## config.mk

```make
export PLATFORM = sky130hd
export DESIGN_NAME = rwh_ripple_term
export DESIGN_NICKNAME = d
export VERILOG_FILES = /design/src/hw/rtl/rwh_pkg.sv /design/src/hw/rtl/rwh_ripple_term.sv
export SDC_FILE = /design/constraint.sdc
export NUM_CORES = 2
export LEC_CHECK = 0
export ABC_AREA = 1
export BUFFER_PORTS_ARGS = -buffer_cell sky130_fd_sc_hd__buf_2
export CORE_MARGIN = 3
export CORE_UTILIZATION = 65
export CTS_BUF_LIST = sky130_fd_sc_hd__clkbuf_16
export CTS_CLUSTER_DIAMETER = 40
export CTS_CLUSTER_SIZE = 30
export DETAILED_ROUTE_END_ITERATION = 12
export GPL_TIMING_DRIVEN = 0
export HOLD_SLACK_MARGIN = 0.06
export PLACE_DENSITY = 0.85
export SETUP_SLACK_MARGIN = 0.3
export SYNTH_ARGS = -nofsm -noshare
export SYNTH_HDL_FRONTEND = slang
export SYNTH_SLANG_ARGS = --single-unit
export TNS_END_PERCENT = 10
```

## constraint.sdc

```tcl
create_clock -name clock -period 10 [get_ports clock]
set_input_delay 1.5 -clock clock [delete_from_list [all_inputs] [get_ports clock]]
set_output_delay 1.5 -clock clock [all_outputs]
set_load 0.01 [all_outputs]
```

## src/hw/rtl/rwh_pkg.sv

```systemverilog
`default_nettype none

package rwh_pkg;

   localparam int SLOTS_DEFAULT = 256;
   localparam int TERMS_DEFAULT = 3;

   localparam int CMD_W     = 2;
   localparam int POS_W     = 11;
   localparam int STR_W     = 9;
   localparam int AGE_W     = 15;
   localparam int ELAPSED_W = 16;
   localparam int PHASE_W   = 16;
   localparam int HEIGHT_W  = 12;
   localparam int SWIDTH_W  = 11;
   localparam int LEVEL_W   = 12;
   localparam int CSR_IDX_W = 1;
   localparam int CSR_DAT_W = 12;
   localparam int ACC_W     = 42;
   localparam int FRAC_W    = 23;

   localparam logic [CMD_W-1:0] CMD_TICK  = 2'd0;
   localparam logic [CMD_W-1:0] CMD_ADD   = 2'd1;
   localparam logic [CMD_W-1:0] CMD_QUERY = 2'd2;

   localparam logic [CSR_IDX_W-1:0] CSR_SPAN_PX     = 1'd0;
   localparam logic [CSR_IDX_W-1:0] CSR_BASE_LEVEL  = 1'd1;

   localparam logic [SWIDTH_W-1:0] SPAN_PX_RESET    = 11'd1024;
   localparam logic [LEVEL_W-1:0]  BASE_LEVEL_RESET = 12'd360;
   localparam logic [16:0]         LIFE_UNITS       = 17'd21846;

   typedef struct packed {
      logic [POS_W-1:0] position;
      logic [AGE_W-1:0] age;
      logic [STR_W-1:0] strength;
   } slot_word_type;

   typedef struct packed {
      logic             valid;
      logic [POS_W-1:0] position;
      logic [AGE_W-1:0] age;
      logic [STR_W-1:0] strength;
   } slot_beat_type;

   localparam logic [14:0] SIN_QUARTER [0:64] = '{
      15'd0, 15'd804, 15'd1608, 15'd2410, 15'd3212, 15'd4011, 15'd4808, 15'd5602,
      15'd6393, 15'd7179, 15'd7962, 15'd8739, 15'd9512, 15'd10278, 15'd11039,
      15'd11793, 15'd12539, 15'd13279, 15'd14010, 15'd14732, 15'd15446, 15'd16151,
      15'd16846, 15'd17530, 15'd18204, 15'd18868, 15'd19519, 15'd20159, 15'd20787,
      15'd21403, 15'd22005, 15'd22594, 15'd23170, 15'd23731, 15'd24279, 15'd24811,
      15'd25329, 15'd25832, 15'd26319, 15'd26790, 15'd27245, 15'd27683, 15'd28105,
      15'd28510, 15'd28898, 15'd29268, 15'd29621, 15'd29956, 15'd30273, 15'd30571,
      15'd30852, 15'd31113, 15'd31356, 15'd31580, 15'd31785, 15'd31971, 15'd32137,
      15'd32285, 15'd32412, 15'd32521, 15'd32609, 15'd32678, 15'd32728, 15'd32757,
      15'd32767
   };

   localparam logic [14:0] EXP_WHOLE [0:15] = '{
      15'd32767, 15'd12054, 15'd4435, 15'd1631, 15'd600, 15'd221, 15'd81, 15'd30,
      15'd11, 15'd4, 15'd1, 15'd0, 15'd0, 15'd0, 15'd0, 15'd0
   };

   localparam logic [14:0] EXP_PART [0:31] = '{
      15'd32767, 15'd31759, 15'd30782, 15'd29834, 15'd28917, 15'd28027, 15'd27165,
      15'd26329, 15'd25519, 15'd24734, 15'd23973, 15'd23235, 15'd22520, 15'd21828,
      15'd21156, 15'd20505, 15'd19874, 15'd19263, 15'd18670, 15'd18096, 15'd17539,
      15'd16999, 15'd16476, 15'd15969, 15'd15478, 15'd15002, 15'd14540, 15'd14093,
      15'd13659, 15'd13239, 15'd12832, 15'd12437
   };

   localparam logic [11:0] WAVE_AMP [0:7] = '{
      12'd1920, 12'd768, 12'd333, 12'd0, 12'd0, 12'd0, 12'd0, 12'd0
   };

   function automatic logic signed [15:0] sine_q15(input logic [15:0] angle);
      logic [15:0] r;
      logic [7:0]  idx;
      logic [5:0]  k;
      logic [14:0] mag;
      r   = angle + 16'd128;
      idx = r[15:8];
      k   = idx[5:0];
      if (idx[6]) begin
         mag = SIN_QUARTER[7'd64 - {1'b0, k}];
      end else begin
         mag = SIN_QUARTER[{1'b0, k}];
      end
      if (idx[7]) begin
         return -$signed({1'b0, mag});
      end
      return $signed({1'b0, mag});
   endfunction

endpackage

`default_nettype wire

```

## src/hw/rtl/rwh_ripple_term.sv

```systemverilog
`default_nettype none

module rwh_ripple_term import rwh_pkg::*; (
   input  wire logic                clock,
   input  wire logic                reset,
   input  wire logic                clear,
   input  wire slot_beat_type       beat,
   input  wire logic [POS_W-1:0]    query_pos,
   output logic                     busy,
   output logic signed [ACC_W-1:0]  acc
);

   logic                v1_ff, v2_ff, v3_ff, v4_ff, v5_ff;
   logic [POS_W-1:0]    d1_ff, d1_in;
   logic                neg1_ff, neg1_in;
   logic [14:0]         e1_ff, e1_in;
   logic [15:0]         tf1_ff, tf1_in, tf2_ff, tf3_ff;
   logic [STR_W-1:0]    str1_ff, str2_ff, str3_ff;
   logic [15:0]         ang2_ff, ang2_in;
   logic [13:0]         u2_ff, u2_in;
   logic [14:0]         fade3_ff, fade3_in, mag3_ff, mag3_in;
   logic                sign3_ff, sign3_in, sign4_ff, sign5_ff;
   logic [23:0]         p1_ff, p1_in;
   logic [30:0]         p2_ff, p2_in;
   logic [28:0]         m5_ff, m5_in;
   logic signed [ACC_W-1:0] acc_ff, acc_in;

   logic [21:0]         spread_full;
   logic signed [16:0]  s_val;
   logic [16:0]         tf_full;
   logic [30:0]         a_full;
   logic [18:0]         n_val;
   logic [38:0]         u_full;
   logic [29:0]         fade_full;
   logic signed [15:0]  sn;
   logic [54:0]         prod_full;

   always_comb begin
      d1_in       = (beat.position > query_pos) ? beat.position - query_pos
                                                 : query_pos - beat.position;
      spread_full = 22'(beat.age) * 22'd100;
      s_val       = $signed({2'b0, d1_in, 4'b0}) - $signed({7'b0, spread_full[21:12]});
      neg1_in     = s_val < 0;
      e1_in       = neg1_in ? 15'(-s_val) : 15'(s_val);
      tf_full     = 17'd65536 - 17'(beat.age) * 17'd3;
      tf1_in      = tf_full[16:1];

      a_full      = 31'(e1_ff) * 31'd33379;
      ang2_in     = neg1_ff ? 16'd0 - a_full[23:8] : a_full[23:8];
      n_val       = 19'(d1_ff) * 19'd8 + 19'(e1_ff) * 19'd10;
      u_full      = 39'(n_val) * 39'd671089;
      u2_in       = u_full[37:24];

      fade_full   = 30'(EXP_WHOLE[u2_ff[8:5]]) * 30'(EXP_PART[u2_ff[4:0]]) + 30'd16384;
      fade3_in    = (u2_ff >= 14'd352) ? 15'd0 : fade_full[29:15];
      sn          = sine_q15(ang2_ff);
      sign3_in    = sn < 0;
      mag3_in     = sign3_in ? 15'(-sn) : 15'(sn);

      p1_in       = 24'(mag3_ff) * 24'(str3_ff);
      p2_in       = 31'(tf3_ff) * 31'(fade3_ff);

      prod_full   = 55'(p1_ff) * 55'(p2_ff);
      m5_in       = prod_full[54:26];

      acc_in      = acc_ff;
      if (clear) begin
         acc_in = '0;
      end else if (v5_ff) begin
         acc_in = sign5_ff ? acc_ff - ACC_W'(m5_ff) : acc_ff + ACC_W'(m5_ff);
      end
   end

   always_ff @(posedge clock) begin
      if (reset) begin
         v1_ff <= 1'b0;
         v2_ff <= 1'b0;
         v3_ff <= 1'b0;
         v4_ff <= 1'b0;
         v5_ff <= 1'b0;
      end else begin
         v1_ff <= beat.valid;
         v2_ff <= v1_ff;
         v3_ff <= v2_ff;
         v4_ff <= v3_ff;
         v5_ff <= v4_ff;
      end
      d1_ff    <= d1_in;
      neg1_ff  <= neg1_in;
      e1_ff    <= e1_in;
      tf1_ff   <= tf1_in;
      str1_ff  <= beat.strength;
      ang2_ff  <= ang2_in;
      u2_ff    <= u2_in;
      tf2_ff   <= tf1_ff;
      str2_ff  <= str1_ff;
      fade3_ff <= fade3_in;
      mag3_ff  <= mag3_in;
      sign3_ff <= sign3_in;
      tf3_ff   <= tf2_ff;
      str3_ff  <= str2_ff;
      p1_ff    <= p1_in;
      p2_ff    <= p2_in;
      sign4_ff <= sign3_ff;
      m5_ff    <= m5_in;
      sign5_ff <= sign4_ff;
      acc_ff   <= acc_in;
   end

   assign busy = v1_ff | v2_ff | v3_ff | v4_ff | v5_ff;
   assign acc  = acc_ff;

endmodule

`default_nettype wire

```

==> After elaboration in Yosys (flattened, before gate mapping) <==
Memory sizes are Yosys's and may differ from the RTL's.
Cells that the tools add are included.
{ "word_totals": {"reg_bits": 296, "mem_bits_ro": 4560, "in_bits": 50, "out_inout_bits": 43, "elab_cells": 85, "n_memories": 4} }
{ "mem_list": {"columns": ["name", "depth", "width", "rd", "rd_ports_with_merged_regs", "write_ports", "line", "rtl"], "rows": [
  ["(no name shown)", 128, 15, 1, 0, 0, "rwh_pkg.sv:87", "mag = SIN_QUARTER[{1'b0, k}];"],
  ["(no name shown)", 128, 15, 1, 0, 0, "rwh_pkg.sv:85", "mag = SIN_QUARTER[7'd64 - {1'b0, k}];"],
  ["(no name shown)", 32, 15, 1, 0, 0, "rwh_ripple_term.sv:54", "fade_full = 30'(EXP_WHOLE[u2_ff[8:5]]) * 30'(EXP_PART[u2_ff[4:0]]) + 30'd16384;"],
  ["(no name shown)", 16, 15, 1, 0, 0, "rwh_ripple_term.sv:54", null]
]} }
{ "op_classes": {"addsub": 14, "multipliers": 9, "order_cmp": 8, "mux": 17, "n_bitwise": 8} }
{ "ops": {"columns": ["operator", "n"], "rows": [
  ["2-to-1 mux 15 bit", 11],
  ["multiplier 24 x 31 -> 55 bit", 1],
  ["2-to-1 mux 16 bit", 3],
  ["adder 42 x 29 -> 42 bit", 1],
  ["2-to-1 mux 42 bit", 1],
  ["subtractor 42 x 29 -> 42 bit", 1],
  ["multiplier 19 x 20 -> 38 bit (second input constant)", 1],
  ["< comparator 16 x 1 -> 1 bit (second input constant)", 2],
  ["multiplier 16 x 15 -> 31 bit", 1],
  ["adder 30 x 15 -> 30 bit (second input constant)", 1],
  ["multiplier 15 x 15 -> 30 bit", 1],
  ["negation 15 bit", 2],
  ["multiplier 15 x 16 -> 24 bit (second input constant)", 1],
  ["multiplier 15 x 9 -> 24 bit", 1],
  ["subtractor 11 bit", 2],
  ["multiplier 15 x 5 -> 20 bit (second input constant)", 1],
  ["adder 14 x 19 -> 19 bit", 1],
  ["multiplier 15 x 3 -> 18 bit (second input constant)", 1],
  ["multiplier 15 x 2 -> 17 bit (second input constant)", 1],
  ["subtractor 17 bit (first input constant)", 1],
  ["adder 16 x 8 -> 16 bit (second input constant)", 1],
  ["greater-or-equal comparator 8 bit (second input constant)", 2],
  ["negation 15 -> 16 bit", 1],
  ["subtractor 1 x 16 -> 16 bit (first input constant)", 1],
  ["13 further kinds", 16]
]} }

==> Longest topological paths before layout <==
{ "logic_depth": {"word_depth": 12, "mapped_depth": 49, "ltp_nobuf": 49} }

==> Least setup slack after synthesis <==
OpenSTA, ideal clock, no wires.
{ "synth_path": {"path_type": "reg-to-reg", "startpoint": "reg e1_ff[1]", "endpoint": "reg u2_ff[12]", "setup_time_ns": 0.123, "t_arrival_ns": 7.997, "required_time_ns": 9.877, "path_slack_ns": 1.880, "stages_incl_launch_ff": 45, "n_path_buf": 0, "synth_period_minus_slack_ns": 8.120, "cell_sequence": "dfxtp_1 -> ha_1 -> ha_1 -> inv_1 -> fa_1 -> o21ai_1 -> xor2_1 -> inv_1 -> ha_1 -> inv_1 -> o21bai_1 -> a31oi_1 -> o21ai_0 -> nand2_1 -> nand2_1 -> nand2_1 -> nor2_1 -> nand2_1 -> [9 not listed] -> inv_1 -> fa_1 -> fa_1 -> inv_1 -> fa_1 -> inv_1 -> fa_1 -> inv_1 -> fa_1 -> inv_1 -> ha_1 -> nand2_1 -> nor4_1 -> nand3_1 -> nand3_1 -> a21o_1 -> a21oi_1 -> xor2_1"} }
{ "synth_via": {"elab_chain_cells": 3} }
{ "synth_lines": {"columns": ["item", "line", "rtl"], "rows": [
  ["start, declared", "rwh_ripple_term.sv:16", "logic [14:0] e1_ff, e1_in;"],
  ["start signal, assigned", "rwh_ripple_term.sv:90", "e1_ff <= e1_in;"],
  ["multiplier 15 x 3 -> 18 bit", "rwh_ripple_term.sv:50", "n_val = 19'(d1_ff) * 19'd8 + 19'(e1_ff) * 19'd10;"],
  ["adder 14 x 19 -> 19 bit", "rwh_ripple_term.sv:50", null],
  ["multiplier 19 x 20 -> 38 bit", "rwh_ripple_term.sv:51", "u_full = 39'(n_val) * 39'd671089;"],
  ["net u_full[36]", "rwh_ripple_term.sv:33", "logic [38:0] u_full;"],
  ["end signal, assigned", "rwh_ripple_term.sv:94", "u2_ff <= u2_in;"],
  ["end, declared", "rwh_ripple_term.sv:20", "logic [13:0] u2_ff, u2_in;"]
]} }
The timed path passes the listed nets, and every way through them passes these cells.
A chain may end at the register's enable or synchronous reset.

==> Worst setup path in the final report <==
{ "layout_path": {"startpoint": "reg p1_ff[1]", "endpoint": "reg m5_ff[25]"} }
{ "layout_via": {"elab_chain_cells": 1} }
{ "layout_lines": {"columns": ["item", "line", "rtl"], "rows": [
  ["start, declared", "rwh_ripple_term.sv:23", "logic [23:0] p1_ff, p1_in;"],
  ["start signal, assigned", "rwh_ripple_term.sv:102", "p1_ff <= p1_in;"],
  ["multiplier 24 x 31 -> 55 bit", "rwh_ripple_term.sv:63", "prod_full = 55'(p1_ff) * 55'(p2_ff);"],
  ["net prod_full[51]", "rwh_ripple_term.sv:36", "logic [54:0] prod_full;"],
  ["end signal, assigned", "rwh_ripple_term.sv:105", "m5_ff <= m5_in;"],
  ["end, declared", "rwh_ripple_term.sv:25", "logic [28:0] m5_ff, m5_in;"]
]} }
The timed path passes the listed nets, and every way through them passes these cells.

==> reports/results.tsv <==
metric	value	unit
status	completed	
synth_top_area_cell	fa_1	
dr.pass1.iters	7	
clk_latency	0.67	ns
hold_path.class	flop to flop	
drive_gt1_share	3.17	%
start_util	66.1	%
path_class	flop to flop	
cpMaxStageDelayCell	buf_1	
yosys_register_bits	289	
die-area	112000	um^2
place.gp.congestion	1.04	
cts_buffer_depth	3	
grt_pass1_vias	63074	
portBuffers	92	
grt-ovfl-total	0	
drcViolationCount	0	
drt-initial-drc-count	5391	
slowest_delay	0.85	ns
synthTopCellsByArea	fa_1 (35%), ha_1 (16%), inv_1 (12%), nand2_1 (11%), dfxtp_1 (8.2%)	
worstPathRequired	10.52	ns
antenna_found_initial	5	
yosys.area.top_type_share	35.2	%
synth_area	70300	um^2
fin_crit	9.41	ns
path_clk_slew	0.06	ns
setup_viol	0	
avgSynthCellArea	7.75	um^2
synth_fp_nets	11240	
cts_buffers	53	
cp_max_fo	10	
viasPerCell	5.67	
drt_wl_total	211000	um
synthCells	9067	
htreeDepth	2	
yosysSeqAreaShare	8.23	%
grt_use_total	38.2	%
row_count	119	
fmax	0.106	GHz
postRouteAntennaNets	0	
grt_pass1_wl	335000	um
ys_warn_count	0	
period_share	94.1	%
path_common_cell	fa_1	
yosys.area_share.adder	51.0	%
cp-end-kind	flop	
synth_flop_cell	dfxtp_1	
synth_top_family_by_area	adder cells	
drt-met1-wl	80600	um
vias	60411	
boundaryPins	93	
worst_pin_slew	1.36	ns
synthArstFlopShare	0	%
synth_xor_area_share	3.22	%
grt_max_degree	20	
rsz0062_at_grt	false	
critPathLaunchType	flop	
hold_violations	0	
final_nets	11387	
post_cts_buffers	0	
hpwl	175000	um
root_buffer	clkbuf_16	
n_fill_cell	8569	
post_drt_wl_per_cell	19.8	um
synth.mux.area_fraction	0.0285	%
clkSinkCount	289	
areaGrowthSynthToFinish	5.97	%
cts_tree	done	
fin_worst_skew	0.0612	ns
regArea	5790	um^2
yosys.area_share.simple	17.0	%
dr.max_layer_used	met5	
setup_tns	0	ns
slew_headroom	8.07	%
multi_input_area	54800	um^2
synth_edf_count	0	
ys_types	61	
synth_compound_area_share	6.69	%
arrival	9.93	ns
maxSlewViolCount	0	
fp.dieH	335	um
routed-wl-met3	21500	um
drv_cap	0	
dr_wl_met2	95900	um
die_w	335	um
placeableCoreArea	106000	um^2
final_cell_count_no_fill	10650	
critPathBufInv	7	
dpl.cell_count	10550	
path_delay_family	adder cells	
metal layers:
layer | up-vias | track usage (%)
li1 | 27380 | -
met1 | 29130 | 47.9
met2 | 3141 | 62.1
met3 | 750 | 9.31
met4 | 10 | 19.3
met5 | - | 0.383
flip-flops by register name, summed over array words and instances (netlist names), 11 cells and up:
register  flops
acc          42
p2_ff        31
m5_ff        29
p1_ff        24
tf1_ff       16
tf2_ff       16
tf3_ff       16
e1_ff        15
fade3_ff     15
mag3_ff      15
u2_ff        14
d1_ff        11
kinds of logic after synthesis:
group | after synthesis
xor+xnor | 258
compound gates | 842
flops | 289
fa+ha+maj | 2123
simple gates | 2987
buf+inv | 2566
mux | 2
cells in the mapped netlist (all sizes together), types with 4 or more instances:
cell / number
or2: 13
clkinv: 4
nor3: 33
o211ai: 25
inv: 2273
a21boi: 14
a21oi: 360
fa: 1236
o221ai: 10
ha: 887
nand3b: 10
xor2: 169
nor4: 12
o21bai: 20
a221oi: 4
clkbuf: 245
nand2: 2117
nand4: 40
dfxtp: 289
o21ai: 285
xnor2: 89
nand3: 253
o31ai: 11
a211oi: 5
a31oi: 42
buf: 44
a21o: 30
o21a: 18
nor2: 497
area by class of cell:
type	instances	area share, %
Multi-Input combinational cell	6212	73.6
Tap cell	1391	2.34
Clock buffer	53	1.78
Buffer	289	1.59
Timing Repair Buffer	92	0.618
Clock inverter	45	0.823
Antenna cell	2	0.00672
Sequential cell	289	7.78
Inverter	2277	11.5
worst paths after layout:
check	depth (start not counted)	slack, ns	end	startpoint
worst max-delay path	29	0.59	m5_ff[25]	p1_ff[1]
worst min-delay path	0	0.32	str2_ff[8]	str1_ff[8]
worst max register to register	29	0.59	m5_ff[25]	p1_ff[1]
worst min register to register	0	0.32	str2_ff[8]	str1_ff[8]
placed cells by master (no fill, tap or decap), types with 7 or more instances in the layout:
| master | instances |
|---|---|
| clkinv_1 | 7 |
| nor2_2 | 7 |
| nand4_1 | 39 |
| buf_1 | 13 |
| o21ai_0 | 275 |
| inv_6 | 10 |
| or2_2 | 12 |
| xnor2_1 | 89 |
| buf_2 | 110 |
| inv_12 | 11 |
| o31ai_1 | 11 |
| a21o_1 | 30 |
| o21ai_1 | 8 |
| inv_2 | 12 |
| o211ai_1 | 25 |
| a21boi_0 | 14 |
| buf_4 | 8 |
| o21bai_1 | 20 |
| nor4_1 | 11 |
| o21a_1 | 18 |
| o221ai_1 | 10 |
| ha_1 | 887 |
| fa_1 | 1236 |
| a31oi_1 | 41 |
| dfxtp_1 | 285 |
| nand2_2 | 17 |
| nor2_1 | 489 |
| inv_1 | 2261 |
| xor2_1 | 168 |
| a21oi_1 | 360 |
| nand3b_1 | 10 |
| clkbuf_16 | 53 |
| clkbuf_1 | 243 |
| nor3_1 | 33 |
| nand3_1 | 249 |
| nand2_1 | 2095 |
per-stage QoR:
stage	util [%]	hold slack, ns	setup WS, ns	instance area [um^2]
final	70.1	0.325	0.593	74500
after global placement	68.2	0.309	0.671	72500
after CTS	70.0	0.326	0.359	74400
after detailed placement	68.2	0.312	0.444	72500
after floorplan	-	0.310	1.88	70300
after global routing	70.0	0.326	0.270	74500
timing repair:
action | in CTS | in global routing
hold buffers | 0 | 0
gates resized for setup | 0 | 14
setup endpoints to repair | 0 | 12
Power is not shown: default switching activity piles up to over one toggle a cycle in this logic, so the estimate is an artifact.
