===== src/hw/rtl/rwh_pkg.sv =====
`default_nettype none

package rwh_pkg;

   localparam int SLOTS_DEFAULT = 256;
   localparam int TERMS_DEFAULT = 3;

   localparam int CMD_W     = 2;
   localparam int POS_W     = 11;
   localparam int STR_W     = 9;
   localparam int AGE_W     = 15;
   localparam int ELAPSED_W = 16;
   localparam int PHASE_W   = 16;
   localparam int HEIGHT_W  = 12;
   localparam int SWIDTH_W  = 11;
   localparam int LEVEL_W   = 12;
   localparam int CSR_IDX_W = 1;
   localparam int CSR_DAT_W = 12;
   localparam int ACC_W     = 42;
   localparam int FRAC_W    = 23;

   localparam logic [CMD_W-1:0] CMD_TICK  = 2'd0;
   localparam logic [CMD_W-1:0] CMD_ADD   = 2'd1;
   localparam logic [CMD_W-1:0] CMD_QUERY = 2'd2;

   localparam logic [CSR_IDX_W-1:0] CSR_SPAN_PX     = 1'd0;
   localparam logic [CSR_IDX_W-1:0] CSR_BASE_LEVEL  = 1'd1;

   localparam logic [SWIDTH_W-1:0] SPAN_PX_RESET    = 11'd1024;
   localparam logic [LEVEL_W-1:0]  BASE_LEVEL_RESET = 12'd360;
   localparam logic [16:0]         LIFE_UNITS       = 17'd21846;

   typedef struct packed {
      logic [POS_W-1:0] position;
      logic [AGE_W-1:0] age;
      logic [STR_W-1:0] strength;
   } slot_word_type;

   typedef struct packed {
      logic             valid;
      logic [POS_W-1:0] position;
      logic [AGE_W-1:0] age;
      logic [STR_W-1:0] strength;
   } slot_beat_type;

   localparam logic [14:0] SIN_QUARTER [0:64] = '{
      15'd0, 15'd804, 15'd1608, 15'd2410, 15'd3212, 15'd4011, 15'd4808, 15'd5602,
      15'd6393, 15'd7179, 15'd7962, 15'd8739, 15'd9512, 15'd10278, 15'd11039,
      15'd11793, 15'd12539, 15'd13279, 15'd14010, 15'd14732, 15'd15446, 15'd16151,
      15'd16846, 15'd17530, 15'd18204, 15'd18868, 15'd19519, 15'd20159, 15'd20787,
      15'd21403, 15'd22005, 15'd22594, 15'd23170, 15'd23731, 15'd24279, 15'd24811,
      15'd25329, 15'd25832, 15'd26319, 15'd26790, 15'd27245, 15'd27683, 15'd28105,
      15'd28510, 15'd28898, 15'd29268, 15'd29621, 15'd29956, 15'd30273, 15'd30571,
      15'd30852, 15'd31113, 15'd31356, 15'd31580, 15'd31785, 15'd31971, 15'd32137,
      15'd32285, 15'd32412, 15'd32521, 15'd32609, 15'd32678, 15'd32728, 15'd32757,
      15'd32767
   };

   localparam logic [14:0] EXP_WHOLE [0:15] = '{
      15'd32767, 15'd12054, 15'd4435, 15'd1631, 15'd600, 15'd221, 15'd81, 15'd30,
      15'd11, 15'd4, 15'd1, 15'd0, 15'd0, 15'd0, 15'd0, 15'd0
   };

   localparam logic [14:0] EXP_PART [0:31] = '{
      15'd32767, 15'd31759, 15'd30782, 15'd29834, 15'd28917, 15'd28027, 15'd27165,
      15'd26329, 15'd25519, 15'd24734, 15'd23973, 15'd23235, 15'd22520, 15'd21828,
      15'd21156, 15'd20505, 15'd19874, 15'd19263, 15'd18670, 15'd18096, 15'd17539,
      15'd16999, 15'd16476, 15'd15969, 15'd15478, 15'd15002, 15'd14540, 15'd14093,
      15'd13659, 15'd13239, 15'd12832, 15'd12437
   };

   localparam logic [11:0] WAVE_AMP [0:7] = '{
      12'd1920, 12'd768, 12'd333, 12'd0, 12'd0, 12'd0, 12'd0, 12'd0
   };

   function automatic logic signed [15:0] sine_q15(input logic [15:0] angle);
      logic [15:0] r;
      logic [7:0]  idx;
      logic [5:0]  k;
      logic [14:0] mag;
      r   = angle + 16'd128;
      idx = r[15:8];
      k   = idx[5:0];
      if (idx[6]) begin
         mag = SIN_QUARTER[7'd64 - {1'b0, k}];
      end else begin
         mag = SIN_QUARTER[{1'b0, k}];
      end
      if (idx[7]) begin
         return -$signed({1'b0, mag});
      end
      return $signed({1'b0, mag});
   endfunction

endpackage

`default_nettype wire


===== src/hw/rtl/rwh_wave_unit.sv =====
`default_nettype none

module rwh_wave_unit import rwh_pkg::*; #(
   parameter int WAVE_TERMS = TERMS_DEFAULT
) (
   input  wire logic                    clock,
   input  wire logic                    reset,
   input  wire logic                    start,
   input  wire logic [POS_W-1:0]        query_pos,
   input  wire logic [SWIDTH_W-1:0]     span_px,
   input  wire logic [PHASE_W-1:0]      phase,
   output logic                         busy,
   output logic signed [ACC_W-1:0]      acc
);

   localparam int TW   = $clog2(WAVE_TERMS + 1);
   localparam int NUMW = TW + POS_W + 16;
   localparam int SW   = $clog2(NUMW + 1);

   localparam logic [1:0] W_IDLE = 2'd0;
   localparam logic [1:0] W_DIV  = 2'd1;
   localparam logic [1:0] W_MUL  = 2'd2;
   localparam logic [1:0] W_ACC  = 2'd3;

   logic [1:0]             state_ff, state_in;
   logic [TW-1:0]          k_ff, k_in;
   logic [SW-1:0]          step_ff, step_in;
   logic [NUMW-1:0]        num_ff, num_in;
   logic [SWIDTH_W-1:0]    rem_ff, rem_in;
   logic [15:0]            quo_ff, quo_in;
   logic [POS_W-1:0]       qpos_ff, qpos_in;
   logic signed [28:0]     prod_ff, prod_in;
   logic signed [ACC_W-1:0] acc_ff, acc_in;

   logic [SWIDTH_W-1:0]    w_eff;
   logic [SWIDTH_W:0]      rem_sh;
   logic                   take;
   logic signed [15:0]     sn;
   logic [TW-1:0]          k_next;
   logic [TW+POS_W-1:0]    kx_next;

   assign w_eff  = (span_px == '0) ? SWIDTH_W'(1) : span_px;
   assign rem_sh = {rem_ff, num_ff[NUMW-1]};
   assign take   = rem_sh >= {1'b0, w_eff};
   assign sn     = sine_q15(quo_ff + phase);

   always_comb begin
      state_in = state_ff;
      k_in     = k_ff;
      step_in  = step_ff;
      num_in   = num_ff;
      rem_in   = rem_ff;
      quo_in   = quo_ff;
      qpos_in  = qpos_ff;
      prod_in  = prod_ff;
      acc_in   = acc_ff;
      k_next   = (state_ff == W_IDLE) ? TW'(1) : k_ff + TW'(1);
      kx_next  = (TW + POS_W)'(k_next) *
                 (TW + POS_W)'((state_ff == W_IDLE) ? query_pos : qpos_ff);
      unique case (state_ff)
         W_IDLE: begin
            if (start) begin
               state_in = W_DIV;
               acc_in   = '0;
               qpos_in  = query_pos;
            end
         end
         W_DIV: begin
            num_in  = {num_ff[NUMW-2:0], 1'b0};
            rem_in  = take ? SWIDTH_W'(rem_sh - {1'b0, w_eff}) : rem_sh[SWIDTH_W-1:0];
            quo_in  = {quo_ff[14:0], take};
            step_in = step_ff - SW'(1);
            if (step_ff == SW'(1)) begin
               state_in = W_MUL;
            end
         end
         W_MUL: begin
            prod_in  = $signed(29'(sn)) * $signed({17'b0, WAVE_AMP[3'(k_ff - TW'(1))]});
            state_in = W_ACC;
         end
         W_ACC: begin
            acc_in = acc_ff + ACC_W'(prod_ff);
            if (k_ff == TW'(WAVE_TERMS)) begin
               state_in = W_IDLE;
            end else begin
               state_in = W_DIV;
            end
         end
         default: state_in = W_IDLE;
      endcase
      if ((state_ff == W_IDLE && start) ||
          (state_ff == W_ACC && k_ff != TW'(WAVE_TERMS))) begin
         k_in    = k_next;
         num_in  = {kx_next, 16'd0};
         rem_in  = '0;
         quo_in  = '0;
         step_in = SW'(NUMW);
      end
   end

   always_ff @(posedge clock) begin
      if (reset) begin
         state_ff <= W_IDLE;
      end else begin
         state_ff <= state_in;
      end
      k_ff    <= k_in;
      step_ff <= step_in;
      num_ff  <= num_in;
      rem_ff  <= rem_in;
      quo_ff  <= quo_in;
      qpos_ff <= qpos_in;
      prod_ff <= prod_in;
      acc_ff  <= acc_in;
   end

   assign busy = state_ff != W_IDLE;
   assign acc  = acc_ff;

endmodule

`default_nettype wire


===== config.mk =====
export PLATFORM = sky130hd
export DESIGN_NAME = rwh_wave_unit
export DESIGN_NICKNAME = d
export VERILOG_FILES = /design/src/hw/rtl/rwh_pkg.sv /design/src/hw/rtl/rwh_wave_unit.sv
export SDC_FILE = /design/constraint.sdc
export NUM_CORES = 1
export LEC_CHECK = 0
export ABC_AREA = 1
export BUFFER_PORTS_ARGS = -buffer_cell sky130_fd_sc_hd__clkbuf_2
export CELL_PAD_IN_SITES_DETAIL_PLACEMENT = 1
export CELL_PAD_IN_SITES_GLOBAL_PLACEMENT = 2
export CORE_MARGIN = 1
export CORE_UTILIZATION = 34
export DETAILED_ROUTE_END_ITERATION = 16
export PLACE_DENSITY = 0.86
export SETUP_SLACK_MARGIN = 0.15
export SLEW_MARGIN = 0
export SYNTH_ARGS = -nofsm -noshare
export SYNTH_HDL_FRONTEND = slang
export SYNTH_SLANG_ARGS = --single-unit
export TNS_END_PERCENT = 10

===== constraint.sdc =====
create_clock -name clock -period 9.55 [get_ports clock]
set_input_delay 0.4775 -clock clock [delete_from_list [all_inputs] [get_ports clock]]
set_output_delay 0.4775 -clock clock [all_outputs]
set_load 0.02 [all_outputs]

[Word-level counts from Yosys, hierarchy flattened]
Memory sizes are Yosys's and may differ from the RTL's.
Cells that the tools add are included.
Widths: inputs -> output; s select.
Storage, ports and cells
  register bits: 131
  latch bits: 0
  RAM bits: 0
  bits in read-only memories: 3936
  bits of input ports: 41
  output and inout port bits: 43
  logic and storage cells: 71
  memories kept: 3
Cells by class
  add/subtract/negate cells: 9
  multipliers: 2
  divide/modulo/power cells: 0
  order comparisons: 4
  equal/unequal tests: 8
  shifts and indexed selects: 0
  multiplexer cells: 22
  bitwise gates (word level): 3
  reductions and logical operators: 11
Memory list
  (no name shown): depth 128, width 15, read ports 1, clocked after memory_dff 0, wr ports 0, line rwh_pkg.sv:87  | mag = SIN_QUARTER[{1'b0, k}];
  (no name shown): depth 128, width 15, read ports 1, clocked after memory_dff 0, wr ports 0, line rwh_pkg.sv:85  | mag = SIN_QUARTER[7'd64 - {1'b0, k}];
  (no name shown): depth 8, width 12, read ports 1, clocked after memory_dff 0, wr ports 0, line rwh_wave_unit.sv:78  | prod_in = $signed(29'(sn)) * $signed({17'b0, WAVE_AMP[3'(k_ff - TW'(1))]});
Operator list (number)
  $pmux 42 s2: 1
  $mux 15: 5
  $mux 29: 2
  $add 42x29->42: 1
  $mux 42: 1
  $mux 11: 3
  $mux 16: 2
  $mul 16x13->29: 1
  $mux 12: 2
  $add 16x16->16: 1
  $add 16x8->16 const B: 1
  $ge 8x8->1 const B: 2
  $neg 15->16: 1
  $mul 2x11->13: 1
  $ge 12x11->1: 1
  $logic_not 11->1: 1
  $sub 11x11->11: 1
  $not 6->8: 1
  $not 7->8: 1
  $pmux 2 s4: 1
  $sub 7x6->7 const A: 1
  $eq 2x2->1 const B: 3
  $mux 2: 3
  $ne 2x2->1 const B: 3
  13 further kinds: 19

[Longest topological paths before layout]
Gate-level depths: netlist of run 1.
  word-level depth: 12
  depth in mapped cells: 57
  mapped depth without buffers: 55

[Worst setup path before layout of run 1]
No wires, ideal clock.
  path type: input-to-reg
  start point: input phase[6]
  end point: register prod_ff[28] (data pin)
  library setup time: 0.265 ns
  arrival: 8.654 ns
  data required time: 9.285 ns
  path slack: 0.631 ns
  cell stages on the path: 52
  buffers on the path: 3
  cells stage by stage: ha_1 > ha_1 > nand2_1 > inv_1 > nand2_1 > inv_1 > nand2_1 > nand2_1 > nand2_1 > nand2_1 > nand2_1 > nand2_1 > buf_4 > ha_1 > ha_1 > clkbuf_1 > clkbuf_1 > nand3_1 > [16 not listed] > fa_1 > inv_1 > fa_1 > inv_1 > ha_1 > nand3_1 > nand2_1 > nand3_1 > nand2_1 > nand3_1 > nand2_1 > nand3_1 > nand2_1 > a21oi_1 > o21ai_0 > inv_1 > o21ai_0 > xor2_1
Between the ends
  word-level cells in the longest chain between the ends: 12
  elaborated cells on any way between the ends: 17
  those cells by class: 4 x add/sub; 1 x mul; 8 x mux; 2 x bitwise; 2 x memory
Ends and longest elaborated chain
  start: declaration: line rwh_wave_unit.sv:11  | input wire logic [PHASE_W-1:0] phase,
  $add 16x16->16 (*): line rwh_wave_unit.sv:45  | assign sn = sine_q15(quo_ff + phase);
  $add 16x8->16 (*): line rwh_pkg.sv:81  | r = angle + 16'd128;
  $sub 7x6->7: line rwh_pkg.sv:85
  $not 7->8 (not written as such): line rwh_pkg.sv:85
  $mem_v2 128x15
  $mux 15 (not written as such) (2 in a row): line rwh_pkg.sv:85
  $mux 15: line rwh_pkg.sv:84  | if (idx[6]) begin
  $neg 15->16: line rwh_pkg.sv:90  | return -$signed({1'b0, mag});
  $mux 16: line rwh_pkg.sv:89  | if (idx[7]) begin
  $mux 16 (*): line rwh_pkg.sv:92  | return $signed({1'b0, mag});
  $mul 16x13->29 (*): line rwh_wave_unit.sv:78
  end signal: assignment: line rwh_wave_unit.sv:113  | prod_ff <= prod_in;
  end: declaration: line rwh_wave_unit.sv:32  | logic signed [28:0] prod_ff, prod_in;
Mark *: on every way between the ends. The rest lies on a longest branch, timed or not. The select of a mux whose other input is x is not followed.
A chain may end at the register's enable or synchronous reset.

[Worst setup path after layout of run 1]
  start point: register quo_ff[7]
  end point: register prod_ff[25] (data pin)
Between the ends
  word-level cells in the longest chain between the ends: 12
  elaborated cells on any way between the ends: 17
  those cells by class: 4 x add/sub; 1 x mul; 8 x mux; 2 x bitwise; 2 x memory
Ends and longest elaborated chain
  start: declaration: line rwh_wave_unit.sv:30  | logic [15:0] quo_ff, quo_in;
  start signal: assignment: line rwh_wave_unit.sv:111  | quo_ff <= quo_in;
  $add 16x16->16 (*): line rwh_wave_unit.sv:45
  $add 16x8->16 (*): line rwh_pkg.sv:81
  $sub 7x6->7: line rwh_pkg.sv:85
  $not 7->8 (not written as such): line rwh_pkg.sv:85
  $mem_v2 128x15
  $mux 15 (not written as such) (2 in a row): line rwh_pkg.sv:85
  $mux 15: line rwh_pkg.sv:84
  $neg 15->16: line rwh_pkg.sv:90
  $mux 16: line rwh_pkg.sv:89
  $mux 16 (*): line rwh_pkg.sv:92
  $mul 16x13->29 (*): line rwh_wave_unit.sv:78
Marks and branches as above.

==> results of run 1 <==
[worst max-delay path, delay by kind of cell (launching register included)]
| kind | cells | cell delay, ns |
|---|---|---|
| xor+xnor | 1 | 0.09 |
| simple gates | 22 | 2.55 |
| buf+inv | 9 | 0.77 |
| flops | 1 | 0.31 |
| compound gates | 8 | 1.35 |
| fa+ha+maj | 9 | 3.43 |
[routing by layer]
layer / vias to the layer above / GRT usage
met5: - / 0
met4: 0 / 0.05332
met3: 48 / 0.02312
met2: 222 / 0.3768
met1: 7592 / 0.2607
li1: 7694 / -
[cells in the final DEF (no fill, tap or decap), types with 57 or more instances in the layout]
cell type,netlist,routed
fa_1,98,98
inv_1,373,372
edfxtp_1,97,97
nor2_1,165,162
ha_1,220,215
a21oi_1,166,163
nand3_1,165,161
buf_4,7,57
clkbuf_2,0,84
nand2_1,482,477
o21ai_0,143,139
[Yosys cell counts, drive strengths merged, types with 20 or more instances]
master	count
nand2	505
inv	399
ha	220
nor2	179
nand3	172
a21oi	166
o21ai	155
fa	98
edfxtp	97
xor2	37
dfxtp	34
buf	30
clkbuf	29
xnor2	20
[timing repair]
| action | 4_1_cts | 5_1_grt |
|---|---|---|
| hold buffers | 0 | 0 |
| gates resized for setup | 0 | 49 |
| setup buffers | 0 | 6 |
| endpoints found under the setup margin | 0 | 11 |
| hold endpoints to repair | 0 | 0 |
[worst paths after layout]
check,from,end,slack (ns),depth (start not counted)
max,quo_ff[7]$_SDFFE_PN0P_,prod_ff[25]$_DFFE_PN_,0.74,49
min,reset,state_ff[0]$_SDFFE_PP0P_,0.21,2
max reg2reg,quo_ff[7]$_SDFFE_PN0P_,prod_ff[25]$_DFFE_PN_,0.74,49
min reg2reg,step_ff[3]$_SDFFE_PN1P_,step_ff[3]$_SDFFE_PN1P_,0.48,1
[flip-flops by register name, summed over array words and instances, names as in the netlist]
name / flops
rem_ff: 11
prod_ff: 29
step_ff: 5
k_ff: 2
quo_ff: 16
state_ff: 2
num_ff: 13
acc: 42
qpos_ff: 11
[cells by family after synthesis]
| family | after synthesis | synth area share |
|---|---|---|
| compound gates | 423 | 0.1411 |
| fa+ha+maj | 318 | 0.2795 |
| flops | 131 | 0.2130 |
| simple gates | 898 | 0.2277 |
| buf+inv | 461 | 0.1082 |
| xor+xnor | 57 | 0.03049 |
[stage by stage]
stage / hold slack, ns / setup WS (ns) / utilization / instance area, µm² / cells
2_1_floorplan: 0.4443 / 0.6309 / - / 16870 / 2288
3_3_place_gp: 0.4616 / 0.2751 / 0.3732 / 18270 / 3032
3_5_place_dp: 0.4694 / 0.03291 / 0.3732 / 18270 / 3032
4_1_cts: 0.1753 / 0.2387 / 0.3852 / 18860 / 3064
5_1_grt: 0.1975 / 0.1572 / 0.3905 / 19120 / 3070
6_report: 0.2059 / 0.7385 / 0.3905 / 19120 / 3070
[cell type report]
cell class / count / area [µm²]
clock buffers: 23 / 500.5
repair buffers: 145 / 925.9
multi-input cells: 1696 / 11660
inverters: 402 / 1515
well taps: 664 / 830.8
flip-flops and latches: 131 / 3595
fillers: 6135 / 29830
clock inverters: 9 / 91.34
==> flow_summary_export.csv, run 1 <==
group,metric,value,unit
place,post-dp-hpwl,42.32,mm
global_route,grtUsageTotal,0.2081,
cells_and_area,diodes,0,
die,fp.coreArea,48950,µm²
logic_synthesis,ys.flop_type,"edfxtp_1",
cells_and_area,fin_nets,2752,
place,place_congestion,0.9210,
logic_synthesis,ys_ff_latch,131,
sta,period_minus_slack,8.812,ns
clock_network,worst_skew_pair.late_latency,0.45,ns
place,io_buffer_count,83,
drt,wl_per_cell,16.88,µm
worst_setup_path,end_kind,"flop",
worst_setup_path,cpMaxStageDelayCell,"fa_1",
logic_synthesis,synth_area,16870,µm²
logic_synthesis,synthCells,2288,
drt,vias,15556,
clock_network,cts_sinks,131,
die,ioPinCount,84,
drt,routed_wl,51.83,mm
sta,fmax,113.5,MHz
drt,top_layer,"met4",
clock_network,clockBufferDepth,2,
worst_setup_path,crit_arrival,9.00,ns
clock_network,cts_buffers,17,
drt,drtIter0Drc,709,
sta,slew_headroom,0.4244,
logic_synthesis,synth_top_area_frac,0.1727,
drt,dr_wl_met3,1.115,mm
logic_synthesis,ys_async_sr_fraction,0,
die,fp-row-count,81,
clock_network,path_clk_slew,0.07,ns
logic_synthesis,synth_area_per_cell,7.372,µm²
global_route,grt_overflow,0,
sta,maxSlewViolCount,0,
sta,fin_worst_skew,0.01494,ns
logic_synthesis,synth_nets,2647,
sta,tightest_slew,0.8634,ns
drt,drcViolationCount,0,
logic_synthesis,yosysWarningCount,0,
worst_hold_path,hp-class,"in -> reg",
die,dieWidth,224.7,µm
cells_and_area,drive_above_1_share,0.1201,
logic_synthesis,synth-edff-count,97,
logic_synthesis,seq_area_frac_synth,0.2130,
logic_synthesis,yosysTopAreaCell,"edfxtp_1",
sta,rsz0062_at_grt,"false",
sta,tns,0,ns
cells_and_area,syn_to_final_growth,13.33,%
logic_synthesis,yosys-top-cells-area,"edfxtp_1 17%, ha_1 16%, fa_1 12%",
die,fp.dieH,224.7,µm
worst_setup_path,worst-path-max-fanout,30,
clock_network,htree_levels,4,
global_route,grt_pass1_vias,16604,
drt,viasPerCell,5.067,
flow_run,cap_violations,0,
die,initial_core_util,0.3446,
drt,wl_met1,23.67,mm
worst_setup_path,critPathKind,"reg -> reg",
sta,hold_viol,0,
worst_setup_path,cpMostUsedCell,"nand2_1",
die,die_area,50510,µm²
drt,ant_nets,0,
drt,first_pass_iters,4,
sta,setup_viol,0,
logic_synthesis,synth_cell_type_count,59,
global_route,grt_max_degree,43,
sta,fin_crit_sh,0.9227,
clock_network,cts_tree,"built",
global_route,antenna_found_initial,0,
worst_setup_path,critPathMaxStageDelay,0.52,ns
status,outcome,"finished, final reports clean",
drt,routed-wl-met2,26.18,mm
clock_network,clockRootBuffer,"clkbuf_16",
worst_setup_path,critPathLaunchType,"flop",
worst_setup_path,crit_required,9.74,ns
global_route,grt_pass1_wl,84.81,mm
Power of run 1 is left out: the tool's default activity adds up to more than one toggle a clock period on the data nets, which glitch-free logic cannot reach.
==> inputs of run 2 (changes only) <==
--- a/config.mk
+++ b/config.mk
@@ -11,6 +11,7 @@
 export CELL_PAD_IN_SITES_GLOBAL_PLACEMENT = 2
 export CORE_MARGIN = 1
 export CORE_UTILIZATION = 34
+export CTS_BUF_LIST = sky130_fd_sc_hd__clkbuf_8
 export DETAILED_ROUTE_END_ITERATION = 16
 export PLACE_DENSITY = 0.86
 export SETUP_SLACK_MARGIN = 0.15
==> run 2 against run 1 <==
Against the previous run:
- critical path depth unchanged
- cell count about the same
- count of clock-buffer cells in the layout down 3
- setup slack worse by 0.0086 ns
- maximum frequency about the same
- via count about the same
- final area down 0.99%
- largest cell class unchanged
==> flow_summary_export.csv, run 2 (synthesis gave the netlist of run 1 again) <==
group,metric,value,unit
cells_and_area,layout_commonest_cell,"nand2_1",
clock_network,path_clk_slew,0.09,ns
global_route,grt_max_degree,43,
place,place_congestion,0.9210,
drt,vias,15553,
cells_and_area,fin_nets,2752,
place,dp_worst_setup_slack,0.03291,ns
worst_setup_path,end_kind,"flop",
sta,fin_crit_sh,0.9236,
cells_and_area,fillers,6163,
clock_network,cts_tree,"built",
sta,worst_slack,0.7299,ns
worst_setup_path,crit_arrival,9.03,ns
worst_setup_path,critPathLaunch,"quo_ff[7]$_SDFFE_PN0P_",
cells_and_area,layout_common_cells,"477 x nand2_1, 374 x inv_1, 214 x ha_1, 163 x a21oi_1, 162 x nor2_1",
sta,period_minus_slack,8.820,ns
worst_setup_path,worst_r2r_path_depth,49,
die,fp.coreArea,48950,µm²
cells_and_area,drive_above_1_share,0.1205,
cells_and_area,syn_to_final_growth,12.21,%
global_route,grt_pass1_vias,16557,
clock_network,worst_skew_pair.late_latency,0.48,ns
sta,fin_worst_skew,0.01823,ns
worst_setup_path,reg2reg_slack,0.73,ns
worst_setup_path,crit_required,9.76,ns
sta,tns,0,ns
worst_setup_path,critPathKind,"reg -> reg",
worst_setup_path,rr_endpoint,"prod_ff[25]$_DFFE_PN_",
sta,fmax,113.4,MHz
die,initial_core_util,0.3446,
die,die_area,50510,µm²
clock_network,clockRootBuffer,"clkbuf_8",
place,io_buffer_count,83,
worst_setup_path,worst-path-max-fanout,30,
place,post-dp-hpwl,42.32,mm
clock_network,clockBufferDepth,2,
clock_network,cts_buffers,17,
die,ioPinCount,84,
flow_run,cap_violations,0,
global_route,grt_overflow,0,
sta,tightest_slew,0.8669,ns
global_route,antenna_found_initial,0,
place,dpl-instance-area,18270,µm²
worst_setup_path,cpMaxStageDelayCell,"fa_1",
worst_setup_path,crit_path_end,"prod_ff[25]$_DFFE_PN_",
sta,hold_viol,0,
drt,drtIter0Drc,680,
drt,first_pass_iters,5,
worst_setup_path,reg2reg_from,"quo_ff[7]$_SDFFE_PN0P_",
status,outcome,"finished, final reports clean",
global_route,grtUsageTotal,0.2068,
sta,rsz0062_at_grt,"false",
die,fp-row-count,81,
cells_and_area,final_area,18930,µm²
drt,viasPerCell,5.064,
worst_setup_path,critPathMaxStageDelay,0.52,ns
worst_hold_path,hp-class,"in -> reg",
clock_network,cts_hold_buf,0,
sta,setup_viol,0,
clock_network,cts_sinks,131,
drt,wl_per_cell,16.81,µm
cells_and_area,largest_reg_flops,42,
cells_and_area,final_util,0.3867,
worst_setup_path,critPathLaunchType,"flop",
global_route,grt_pass1_wl,84.50,mm
sta,slew_headroom,0.4215,
drt,routed_wl,51.64,mm
clock_network,htree_levels,4,
die,dieWidth,224.7,µm
sta,maxSlewViolCount,0,
worst_setup_path,cpMostUsedCell,"nand2_1",
drt,ant_nets,0,
drt,drcViolationCount,0,
die,fp.dieH,224.7,µm
[run 2: cell count changes in the layout (fill, tap and decap cells not counted), sizes merged]
cell	previous run	this run
bufinv	1	2
inv	403	405
clkbuf	106	103
diode	0	1
[run 2: cell type report]
class,instances,area [µm²],share of cell area
Multi-Input combinational cell,1696,11650,0.6157
Sequential cell,131,3596,0.1900
Inverter,402,1515,0.08006
Timing Repair Buffer,145,925.9,0.04892
Tap cell,664,830.8,0.04390
Clock buffer,20,275.3,0.01454
Clock inverter,12,128.9,0.006809
Antenna cell,1,2.502,0.0001322
[run 2: worst min-delay path by stage]
stage	from	endpoint	slack, ns	cells past startpoint
final	reset	state_ff[0]$_SDFFE_PP0P_	0.17	2
after global routing	reset	state_ff[0]$_SDFFE_PP0P_	0.15	2
after CTS	reset	state_ff[0]$_SDFFE_PP0P_	0.12	2
after detailed placement	step_ff[3]$_SDFFE_PN1P_	step_ff[3]$_SDFFE_PN1P_	0.47	1
after global placement	step_ff[3]$_SDFFE_PN1P_	step_ff[3]$_SDFFE_PN1P_	0.46	1
after floorplan	step_ff[3]$_SDFFE_PN1P_	step_ff[3]$_SDFFE_PN1P_	0.44	1
[run 2: per-layer routing]
| layer | vias up | track usage | routed length, µm |
|---|---|---|---|
| li1 | 7693 | - | - |
| met1 | 7624 | 0.2590 | 23680 |
| met2 | 188 | 0.3771 | 26060 |
| met3 | 48 | 0.01737 | 995 |
| met4 | 0 | 0.05684 | 900 |
| met5 | - | 0 | 0 |
[run 2: critical path, delay by kind of cell, from the launching register on]
kind | cells | cell delay [ns]
xor+xnor | 1 | 0.09
compound gates | 8 | 1.36
simple gates | 22 | 2.56
fa+ha+maj | 9 | 3.42
flops | 1 | 0.32
buf+inv | 9 | 0.76
[run 2: stage by stage]
| step | hold WS [ns] | cells |
|---|---|---|
| 4_1_cts | 0.1174 | 3064 |
| 2_1_floorplan | 0.4443 | 2288 |
| 3_3_place_gp | 0.4616 | 3032 |
| 6_report | 0.1748 | 3071 |
| 3_5_place_dp | 0.4694 | 3032 |
| 5_1_grt | 0.1462 | 3070 |
[run 2: timing repair]
action / CTS / global route
setup buffers: 0 / 6
resized for setup: 0 / 50
endpoints found under the setup margin: 0 / 11
Power of run 2 is left out for the same reason.
